`config.mk`:
```
export PLATFORM = sky130hd
export DESIGN_NAME = rgbm_hdr_pixel_encoder_top
export DESIGN_NICKNAME = d
export VERILOG_FILES = /design/src/hw/rtl/rgbm_pkg.sv /design/src/hw/rtl/rgbm_hdr_pixel_encoder_top.sv
export SDC_FILE = /design/constraint.sdc
export NUM_CORES = 2
export LEC_CHECK = 0
export BUFFER_PORTS_ARGS = -buffer_cell sky130_fd_sc_hd__clkbuf_2
export CORE_MARGIN = 1
export CORE_UTILIZATION = 30
export DETAILED_ROUTE_END_ITERATION = 12
export HOLD_SLACK_MARGIN = 0.08
export PLACE_DENSITY = 0.5
export SLEW_MARGIN = 10
export SYNTH_ARGS = -nofsm -noshare
export SYNTH_HDL_FRONTEND = slang
export SYNTH_SLANG_ARGS = --single-unit
```
`constraint.sdc`:
```
create_clock -name clk -period 11.3 [get_ports clk]
set_input_delay 3.39 -clock clk [delete_from_list [all_inputs] [get_ports clk]]
set_output_delay 3.39 -clock clk [all_outputs]
set_load 0.01 [all_outputs]
```
`src/hw/rtl/rgbm_pkg.sv`:
```
package rgbm_pkg;

  // default fixed-point format of the pixel channels (UQ5.16)
  localparam int FRAC_BITS_DEF = 16;
  localparam int INT_BITS_DEF  = 5;

  // channel count and code width of the rgbm bytes
  localparam int NCH    = 3;
  localparam int CODE_W = 8;

  // range register
  localparam int RANGE_W = 5;
  localparam logic [RANGE_W-1:0] RANGE_RESET = 5'd9;
  localparam logic [RANGE_W-1:0] RANGE_MIN   = 5'd1;

  // code constants: full scale and full scale squared
  localparam logic [CODE_W-1:0]   CODE_MAX = 8'd255;
  localparam logic [CODE_W-1:0]   CODE_MIN = 8'd1;
  localparam logic [2*CODE_W-1:0] CODE_SQ  = 16'd65025;

  // configuration port: byte address, word index above the two byte bits
  localparam int DATA_W    = 32;
  localparam int ADDR_W    = 3;
  localparam int REG_IDX_W = ADDR_W - 2;
  localparam logic [REG_IDX_W-1:0] REG_RANGE = 1'b0;

endpackage

```
`src/hw/rtl/rgbm_hdr_pixel_encoder_top.sv`:
```
// rgbm hdr pixel encoder
// Input channel: an item (in_red_in, in_green_in, in_blue_in, unsigned fixed point with
// FRAC_BITS fraction bits) is taken at a rising edge where start is high and busy is low.
// busy is held low: the pipeline takes one item every clock cycle.
// Result channel: out_strobe is high for one cycle with out_red_out, out_green_out,
// out_blue_out and out_multiplier_out; the receiver must take it in that cycle.
// out_strobe rises once the item has passed every pipeline stage listed below; results leave in
// accept order. Throughput is one item per cycle.
// The depth is set by two restoring dividers of one quotient bit per stage: eight stages
// for the shared multiplier code, then eight stages for the three channel bytes in
// parallel, plus input, max, multiplier, saturation and output stages.
// Configuration: APB-style port, range_scale at byte address 0, 5 bits, pready always
// high; write it only while no item is in flight. A range of 0 acts as 1.
// Reset (rst_n low at a clock edge) clears all valid bits and sets range_scale to 9;
// items inside the pipeline are dropped.
module rgbm_hdr_pixel_encoder_top #(
  parameter int FRAC_BITS = rgbm_pkg::FRAC_BITS_DEF,
  parameter int INT_BITS  = rgbm_pkg::INT_BITS_DEF
) (
  input  logic                              clk,
  input  logic                              rst_n,
  // input channel
  input  logic                              start,
  output logic                              busy,
  input  logic [INT_BITS+FRAC_BITS-1:0]     in_red_in,
  input  logic [INT_BITS+FRAC_BITS-1:0]     in_green_in,
  input  logic [INT_BITS+FRAC_BITS-1:0]     in_blue_in,
  // result channel
  output logic                              out_strobe,
  output logic [rgbm_pkg::CODE_W-1:0]       out_red_out,
  output logic [rgbm_pkg::CODE_W-1:0]       out_green_out,
  output logic [rgbm_pkg::CODE_W-1:0]       out_blue_out,
  output logic [rgbm_pkg::CODE_W-1:0]       out_multiplier_out,
  // configuration port
  input  logic                              psel,
  input  logic                              penable,
  input  logic                              pwrite,
  input  logic [rgbm_pkg::ADDR_W-1:0]       paddr,
  input  logic [rgbm_pkg::DATA_W-1:0]       pwdata,
  output logic [rgbm_pkg::DATA_W-1:0]       prdata,
  output logic                              pready
);

  localparam int IN_W  = INT_BITS + FRAC_BITS;
  localparam int CW    = rgbm_pkg::CODE_W;
  localparam int RW    = rgbm_pkg::RANGE_W;
  localparam int NCH   = rgbm_pkg::NCH;
  // multiplier divider: divisor range<<FRAC_BITS
  localparam int DW    = RW + FRAC_BITS;
  localparam int MW    = (IN_W > DW) ? IN_W : DW;
  localparam int NMX   = CW + MW + 1;
  localparam int NMW   = CW + DW;
  // channel divider: divisor (range*m)<<FRAC_BITS
  localparam int PW    = 2 * CW + IN_W;
  localparam int DCW   = RW + CW;
  localparam int CRW   = DCW + FRAC_BITS + CW;
  localparam int CXW   = (PW > CRW) ? PW : CRW;

  typedef logic [NCH-1:0][IN_W-1:0] pix_t;
  typedef logic [NCH-1:0][CRW-1:0]  crem_t;
  typedef logic [NCH-1:0][CW-1:0]   code3_t;

  // configuration register
  logic [RW-1:0] range_r;
  logic          reg_sel;
  logic [RW-1:0] rng;
  logic [DW-1:0] dm;

  assign pready  = 1'b1;
  assign reg_sel = (paddr[rgbm_pkg::ADDR_W-1:2] == rgbm_pkg::REG_RANGE);
  assign prdata  = reg_sel ? rgbm_pkg::DATA_W'(range_r) : '0;

  always_ff @(posedge clk) begin
    if (!rst_n) begin
      range_r <= rgbm_pkg::RANGE_RESET;
    end else if (psel && penable && pwrite && pready && reg_sel) begin
      range_r <= pwdata[RW-1:0];
    end
  end

  // effective range, zero treated as one
  assign rng = (range_r == '0) ? rgbm_pkg::RANGE_MIN : range_r;
  assign dm  = {rng, {FRAC_BITS{1'b0}}};

  assign busy = 1'b0;

  // input stage
  logic p0_v_r;
  pix_t p0_pix_r;

  always_ff @(posedge clk) begin
    if (!rst_n) begin
      p0_v_r <= 1'b0;
    end else begin
      p0_v_r <= start && !busy;
    end
  end

  always_ff @(posedge clk) begin
    p0_pix_r <= {in_blue_in, in_green_in, in_red_in};
  end

  // max channel, multiplier saturation and ceil numerator
  logic [IN_W-1:0] mx;
  logic [NMX-1:0]  mnum;
  logic            msat;

  always_comb begin
    mx = p0_pix_r[0];
    if (p0_pix_r[1] > mx) mx = p0_pix_r[1];
    if (p0_pix_r[2] > mx) mx = p0_pix_r[2];
    msat = MW'(mx) > MW'(dm);
    mnum = NMX'(rgbm_pkg::CODE_MAX) * NMX'(mx) + NMX'(dm) - NMX'(1);
  end

  // multiplier divider, one quotient bit per stage
  logic           mv_r    [CW+1];
  logic           msat_r  [CW+1];
  logic [NMW-1:0] mrem_r  [CW+1];
  logic [CW-1:0]  mq_r    [CW+1];
  pix_t           mpix_r  [CW+1];
  logic [NMW-1:0] mrem_nxt[CW+1];
  logic [CW-1:0]  mq_nxt  [CW+1];
  logic [NMW-1:0] mtrial  [CW];

  always_comb begin
    mrem_nxt[0] = mnum[NMW-1:0];
    mq_nxt[0]   = '0;
    for (int j = 0; j < CW; j++) begin
      mtrial[j] = NMW'(dm) << (CW - 1 - j);
      if (mrem_r[j] >= mtrial[j]) begin
        mrem_nxt[j+1] = mrem_r[j] - mtrial[j];
        mq_nxt[j+1]   = mq_r[j] | (CW'(1) << (CW - 1 - j));
      end else begin
        mrem_nxt[j+1] = mrem_r[j];
        mq_nxt[j+1]   = mq_r[j];
      end
    end
  end

  always_ff @(posedge clk) begin
    if (!rst_n) begin
      for (int j = 0; j <= CW; j++) mv_r[j] <= 1'b0;
    end else begin
      mv_r[0] <= p0_v_r;
      for (int j = 0; j < CW; j++) mv_r[j+1] <= mv_r[j];
    end
  end

  always_ff @(posedge clk) begin
    msat_r[0] <= msat;
    mpix_r[0] <= p0_pix_r;
    for (int j = 0; j < CW; j++) begin
      msat_r[j+1] <= msat_r[j];
      mpix_r[j+1] <= mpix_r[j];
    end
    for (int j = 0; j <= CW; j++) begin
      mrem_r[j] <= mrem_nxt[j];
      mq_r[j]   <= mq_nxt[j];
    end
  end

  // multiplier code, channel divisor and channel numerators
  logic [CW-1:0]           mcode;
  logic                    mc_v_r;
  logic [CW-1:0]           mc_code_r;
  logic [DCW-1:0]          mc_den_r;
  logic [NCH-1:0][PW-1:0]  mc_num_r;

  always_comb begin
    if (msat_r[CW]) begin
      mcode = rgbm_pkg::CODE_MAX;
    end else if (mq_r[CW] == '0) begin
      mcode = rgbm_pkg::CODE_MIN;
    end else begin
      mcode = mq_r[CW];
    end
  end

  always_ff @(posedge clk) begin
    if (!rst_n) begin
      mc_v_r <= 1'b0;
    end else begin
      mc_v_r <= mv_r[CW];
    end
  end

  always_ff @(posedge clk) begin
    mc_code_r <= mcode;
    mc_den_r  <= DCW'(rng) * DCW'(mcode);
    for (int i = 0; i < NCH; i++) begin
      mc_num_r[i] <= PW'(rgbm_pkg::CODE_SQ) * PW'(mpix_r[CW][i]);
    end
  end

  // channel saturation check
  logic [CXW-1:0]          csat_lim;
  logic [NCH-1:0][CXW-1:0] cnum_x;
  logic [NCH-1:0]          csat;

  always_comb begin
    csat_lim = CXW'(mc_den_r) << (FRAC_BITS + CW);
    for (int i = 0; i < NCH; i++) begin
      cnum_x[i] = CXW'(mc_num_r[i]);
      csat[i]   = cnum_x[i] >= csat_lim;
    end
  end

  // channel dividers, three lanes, one quotient bit per stage
  logic           cv_r    [CW+1];
  logic [NCH-1:0] csat_r  [CW+1];
  crem_t          crem_r  [CW+1];
  code3_t         cq_r    [CW+1];
  logic [DCW-1:0] cden_r  [CW+1];
  logic [CW-1:0]  ccode_r [CW+1];
  crem_t          crem_nxt[CW+1];
  code3_t         cq_nxt  [CW+1];
  logic [CRW-1:0] ctrial  [CW];

  always_comb begin
    for (int i = 0; i < NCH; i++) begin
      crem_nxt[0][i] = cnum_x[i][CRW-1:0];
      cq_nxt[0][i]   = '0;
    end
    for (int j = 0; j < CW; j++) begin
      ctrial[j] = CRW'(cden_r[j]) << (FRAC_BITS + CW - 1 - j);
      for (int i = 0; i < NCH; i++) begin
        if (crem_r[j][i] >= ctrial[j]) begin
          crem_nxt[j+1][i] = crem_r[j][i] - ctrial[j];
          cq_nxt[j+1][i]   = cq_r[j][i] | (CW'(1) << (CW - 1 - j));
        end else begin
          crem_nxt[j+1][i] = crem_r[j][i];
          cq_nxt[j+1][i]   = cq_r[j][i];
        end
      end
    end
  end

  always_ff @(posedge clk) begin
    if (!rst_n) begin
      for (int j = 0; j <= CW; j++) cv_r[j] <= 1'b0;
    end else begin
      cv_r[0] <= mc_v_r;
      for (int j = 0; j < CW; j++) cv_r[j+1] <= cv_r[j];
    end
  end

  always_ff @(posedge clk) begin
    csat_r[0]  <= csat;
    cden_r[0]  <= mc_den_r;
    ccode_r[0] <= mc_code_r;
    for (int j = 0; j < CW; j++) begin
      csat_r[j+1]  <= csat_r[j];
      cden_r[j+1]  <= cden_r[j];
      ccode_r[j+1] <= ccode_r[j];
    end
    for (int j = 0; j <= CW; j++) begin
      crem_r[j] <= crem_nxt[j];
      cq_r[j]   <= cq_nxt[j];
    end
  end

  // output register with byte saturation
  logic          out_v_r;
  code3_t        out_code_r;
  code3_t        out_code_nxt;
  logic [CW-1:0] out_m_r;

  always_comb begin
    for (int i = 0; i < NCH; i++) begin
      out_code_nxt[i] = csat_r[CW][i] ? rgbm_pkg::CODE_MAX : cq_r[CW][i];
    end
  end

  always_ff @(posedge clk) begin
    if (!rst_n) begin
      out_v_r <= 1'b0;
    end else begin
      out_v_r <= cv_r[CW];
    end
  end

  always_ff @(posedge clk) begin
    out_code_r <= out_code_nxt;
    out_m_r    <= ccode_r[CW];
  end

  assign out_strobe         = out_v_r;
  assign out_red_out        = out_code_r[0];
  assign out_green_out      = out_code_r[1];
  assign out_blue_out       = out_code_r[2];
  assign out_multiplier_out = out_m_r;

endmodule
```
## Word-level counts from Yosys, hierarchy flattened

Memories as Yosys holds them, arrays and structs flattened. A register that Yosys moved wholly into a read port is not among the register bits.
Cells that the tools add are included.

| cells by class | value |
|---|---|
| add/sub/neg operators | 34 |
| multipliers | 5 |
| div/mod/pow operators | 0 |
| $lt $le $gt $ge | 38 |
| equal/unequal tests | 0 |
| shift-type cells | 0 |
| multiplexer cells | 90 |
| bitwise gates (word level) | 19 |
| reductions and logical operators | 7 |

Operators with widths:

| cell | count |
|---|---|
| $mux 37 | 24 |
| $mux 29 | 8 |
| $ge 37x29->1 | 3 |
| $ge 37x30->1 | 3 |
| $ge 37x31->1 | 3 |
| $ge 37x32->1 | 3 |
| $ge 37x33->1 | 3 |
| $ge 37x34->1 | 3 |
| $ge 37x35->1 | 3 |
| $ge 37x36->1 | 3 |
| $ge 37x37->1 | 3 |
| $mul 16x21->37 const A | 3 |
| $sub 37x29->37 | 3 |
| $sub 37x30->37 | 3 |
| $sub 37x31->37 | 3 |
| $sub 37x32->37 | 3 |
| $sub 37x33->37 | 3 |
| $sub 37x34->37 | 3 |
| $sub 37x35->37 | 3 |
| $sub 37x36->37 | 3 |
| $gt 21x21->1 | 3 |
| $mux 8 | 6 |
| $mux 21 | 2 |
| $mux 5 | 6 |
| 32 further kinds | 90 |

| storage, ports and cells | value |
|---|---|
| flip-flop bits (word level) | 225 |
| latch bits | 0 |
| bits in writable memories | 2,358 |
| ROM bits | 0 |
| input port bits | 104 |
| output and inout port bits | 67 |
| word-level logic and storage cells | 217 |
| memories kept | 11 |

Memory list:

| name | depth | width | read ports | clocked after memory_dff | wr ports | line | RTL |
|---|---|---|---|---|---|---|---|
| crem_r | 9 | 111 | 8 | 0 | 9 | rgbm_hdr_pixel_encoder_top.sv:212 | `crem_t crem_r [CW+1];` |
| mpix_r | 9 | 63 | 9 | 0 | 9 | rgbm_hdr_pixel_encoder_top.sv:121 | `pix_t mpix_r [CW+1];` |
| mrem_r | 9 | 29 | 8 | 0 | 9 | rgbm_hdr_pixel_encoder_top.sv:119 | `logic [NMW-1:0] mrem_r [CW+1];` |
| cq_r | 9 | 24 | 9 | 0 | 9 | rgbm_hdr_pixel_encoder_top.sv:213 | `code3_t cq_r [CW+1];` |
| cden_r | 9 | 13 | 8 | 0 | 9 | rgbm_hdr_pixel_encoder_top.sv:214 | `logic [DCW-1:0] cden_r [CW+1];` |
| ccode_r | 9 | 8 | 9 | 1 | 9 | rgbm_hdr_pixel_encoder_top.sv:215 | `logic [CW-1:0] ccode_r [CW+1];` |
| +5 memories | -- | -- | -- | -- | -- | -- |  |

## Logic depth before layout (Yosys ltp)

| depth | value |
|---|---|
| depth in word-level cells | 7 |
| depth in mapped cells | 42 |
| depth with buffers taken out | 39 |

## Worst setup path after synthesis

Ideal clock, no wire load.

| path | value |
|---|---|
| kind | register to register |
| start point | reg p0_pix_r[10] in the netlist's numbering |
| end point | mem mrem_r[0][27] in the netlist's numbering |
| setup time | 0.121 ns |
| data arrival time | 8.757 ns |
| data required time | 11.179 ns |
| path slack | 2.422 ns |
| cell stages (with the launch flop) | 40 |
| path buffers | 4 |
| clock period less this slack | 8.878 ns |
| cell sequence | dfxtp_1 > inv_1 > ha_1 > a21o_1 > a21o_1 > a21oi_1 > o21ai_0 > a211oi_1 > a41o_1 > buf_4 > buf_4 > mux2i_1 > ha_1 > a21oi_1 > nor2_1 > a211oi_1 > o21ai_0 > nor4_1 > (+4 left out) > o21a_1 > fa_1 > fa_1 > fa_1 > fa_1 > inv_1 > fa_1 > inv_1 > ha_1 > and3_1 > a31oi_1 > o21ai_0 > nor3_1 > a311oi_1 > o21a_1 > o21ai_0 > mux2i_1 > nand2_1 |

RTL lines:

| element | line | RTL |
|---|---|---|
| start: declaration | rgbm_hdr_pixel_encoder_top.sv:89 | `pix_t p0_pix_r;` |
| start signal: assignment | rgbm_hdr_pixel_encoder_top.sv:100 | `p0_pix_r <= {in_blue_in, in_green_in, in_red_in};` |
| end: declaration | rgbm_hdr_pixel_encoder_top.sv:119 |  |

==> out/qor.csv <==
metric;value;unit
wl_per_cell;16.69;um
ant_nets;0;
dr_total_vias;53250;
ys_ff_latch;2296;
yosysSeqAreaShare;0.5139;
cts_max_level;4;
hp-class;reg2reg;
io_buffers;112;
clk_latency;900;ps
drc;0;
drt_wl_total;204400;um
worstReg2RegEnd;mrem_r[0][28]$_DFF_P_;
drt_pass1_iterations;6;
cts_tree;built;
critPathMaxStageDelay;570;ps
clockBufferDepth;4;
slew_headroom;0.2538;
critPathKind;reg2reg;
cts_root_buffer;clkbuf_16;
reg2reg_slack;1150;ps
crit_buf_inv;4;
drt-initial-drc-count;2499;
gp_congestion;0.8689;
met1_length;93780;um
grt_setup_unrepaired;no;
core_region_area;296800;um^2
worstRegToRegCells;37;
synth-async-reset-ratio;0;
fin_skew;57.10;ps
grt-ovfl-total;0;
post-place-ws;1141;ps
path_max_fanout;48;
via_per_inst;4.347;
maxCapViolations;0;
wl_met3;6336;um
fin_setup_tns;0;ps
synth-edff-count;0;
synth_top_cell_by_area;dfxtp_1;
dieWidth;548.0;um
period_minus_slack;10150;ps
avgSynthCellArea;11.43;um^2
crit_family;compound AO/OA/AOI/OAI gates;
syn_inst;7823;
post-route-period-util;0.8986;
clock_sinks;2296;
ys_warn_count;0;
grt_max_degree;49;
critPathSlowestCell;fa_1;
holdBufCountCts;0;
start_kind;register;
grt_antenna_before_repair;7;
fmax;0.09848;GHz
worstMarginPinSlew;1116;ps
holdPathEnd;mpix_r[0][263]$_DFF_P_;
maxSlewViolCount;0;
grt_pass1_vias;55640;
cts-buffers-inserted;235;
fillers;29450;
die_h;548.0;um
cts_setup_buffers;0;
hold_violations;0;
hold_depth;0;
design.die.area;300300;um^2
track_usage;0.1352;
drive_gt1_frac;0.08176;
synth_flop_cell;dfxtp_1;
status;complete, no violations;
grt_pass1_wl;318200;um
hold_path_startpoint;mpix_r[0][200]$_DFF_P_;
cp.arrival;10890;ps
syn2layout_area_growth;15.11;%
syn_area;89440;um^2
r2r-start;p0_pix_r[6]$_DFF_P_;
io_pins;171;
setup_viol;0;
wl_met2;95380;um
rows;200;
path_clk_slew;60;ps
endpoint_kind;register;
top_layer;met4;
synth_area_leaders;dfxtp_1 51%, ha_1 12%, fa_1 9.0%, inv_1 3.2%, xnor2_1 2.4%;
place_hpwl;165100;um
netlist.area_leader.share;0.5139;
fin_ws;1146;ps
worst_ep_required_time;12040;ps
final_nets;9498;
synth_cell_types;90;
cts-resized-gates;0;
initial_core_util;0.3014;
-- Yosys cell counts (all sizes together) (12+ instances only) --
cell type  instances
xor2             150
dfxtp           2296
and3              26
o211ai            25
nor3             122
a31oi             26
nand2            317
nand3b            12
nand4             86
xnor2            245
mux2              67
o31ai             26
nor4b             15
o21a              82
nor3b             12
or3               38
o21ai            274
a21o             161
nand4b            23
and4              17
nand3             76
nand2b            85
inv              758
mux2i             53
buf               54
or4               26
nor2b             98
and2              41
or2               46
ha               890
clkbuf            57
fa               404
o21bai            32
nor4             174
a211oi            40
nor2             402
a21oi            399
a21boi            30
-- cell type report --
| class | count | area [um^2] | area share |
|---|---|---|---|
| Sequential cell | 2296 | 45960 | 0.4464 |
| Multi-Input combinational cell | 4685 | 40190 | 0.3904 |
| Clock buffer | 312 | 6653 | 0.06462 |
| Tap cell | 3939 | 4928 | 0.04787 |
| Inverter | 758 | 2845 | 0.02764 |
| Clock inverter | 130 | 1703 | 0.01654 |
| Timing Repair Buffer | 124 | 663.1 | 0.006441 |
| Antenna cell | 4 | 10.01 | 0.00009722 |
-- cell usage in the layout (no fill, tap or decap), types with 20 or more instances in the layout --
master,netlist,layout
or3_1,37,37
clkbuf_16,0,237
nor2_1,402,402
clkinv_2,0,42
clkbuf_2,1,112
xnor2_1,245,245
o21ai_0,267,267
and2_1,41,41
nor3_1,121,121
conb_1,2,29
fa_1,404,404
dfxtp_1,2296,2296
or2_2,46,46
mux2_2,67,67
and3_1,26,26
bufinv_16,0,29
ha_1,890,890
nor2b_1,98,98
nor4_1,173,173
o21a_1,82,82
a31oi_1,26,26
clkbuf_8,0,44
nand2_1,317,317
inv_1,756,756
nand2b_1,85,85
or4_1,26,26
nand4_1,86,86
a21oi_1,399,399
a21boi_0,29,29
o211ai_1,24,24
nand3_1,75,75
o21bai_1,31,31
a211oi_1,40,40
inv_6,0,20
a21o_1,161,161
mux2i_1,53,53
xor2_1,150,150
clkbuf_1,56,31
nand4b_1,22,22
o31ai_1,26,26
-- flip-flops by register name (all words and copies together), names as in the netlist, 13 cells and up --
signal,flops
crem_r,888
mrem_r,232
cq_r,108
mq_r,36
ccode_r,72
mpix_r,567
csat_r,27
mc_den_r,13
p0_pix_r,63
cnum_x,111
cden_r,104
-- worst max-delay path by stage --
stage,cells past startpoint,slack (ps),from,end
after floorplan,39,2420,p0_pix_r[10]$_DFF_P_,mrem_r[0][27]$_DFF_P_
final,37,1150,p0_pix_r[6]$_DFF_P_,mrem_r[0][28]$_DFF_P_
after global placement,37,1260,p0_pix_r[6]$_DFF_P_,mrem_r[0][28]$_DFF_P_
after global routing,35,390,p0_pix_r[14]$_DFF_P_,mrem_r[0][28]$_DFF_P_
after CTS,36,1060,p0_pix_r[6]$_DFF_P_,mrem_r[0][28]$_DFF_P_
after detailed placement,36,1140,p0_pix_r[6]$_DFF_P_,mrem_r[0][28]$_DFF_P_
-- kinds of logic after synthesis --
group / after synthesis / synth area share
simple gates: 1631 / 0.09457
fa+ha+maj: 1294 / 0.2149
other cells: 2 / 0.00008397
mux: 120 / 0.01437
buf+inv: 869 / 0.03804
xor+xnor: 395 / 0.03868
flops: 2296 / 0.5139
compound gates: 1216 / 0.08541
-- metal layers --
metal	GRT usage	up-vias
li1	-	27120
met1	0.1718	24880
met2	0.2293	901
met3	0.01661	348
met4	0.06016	0
met5	0	-
-- stage by stage --
step           cell area, um^2  hold slack, ps  instances  utilization
6_report                103000           297.6      12250       0.3469
5_1_grt                 102900           293.0      12250       0.3469
4_1_cts                 102900           297.0      12240       0.3469
3_5_place_dp             94590           312.1      11800       0.3187
3_3_place_gp             94590           309.6      11800       0.3187
2_1_floorplan            89540           309.6       7850            -
Power is not shown: default switching activity piles up to over one toggle a cycle in this logic, so the estimate is an artifact.
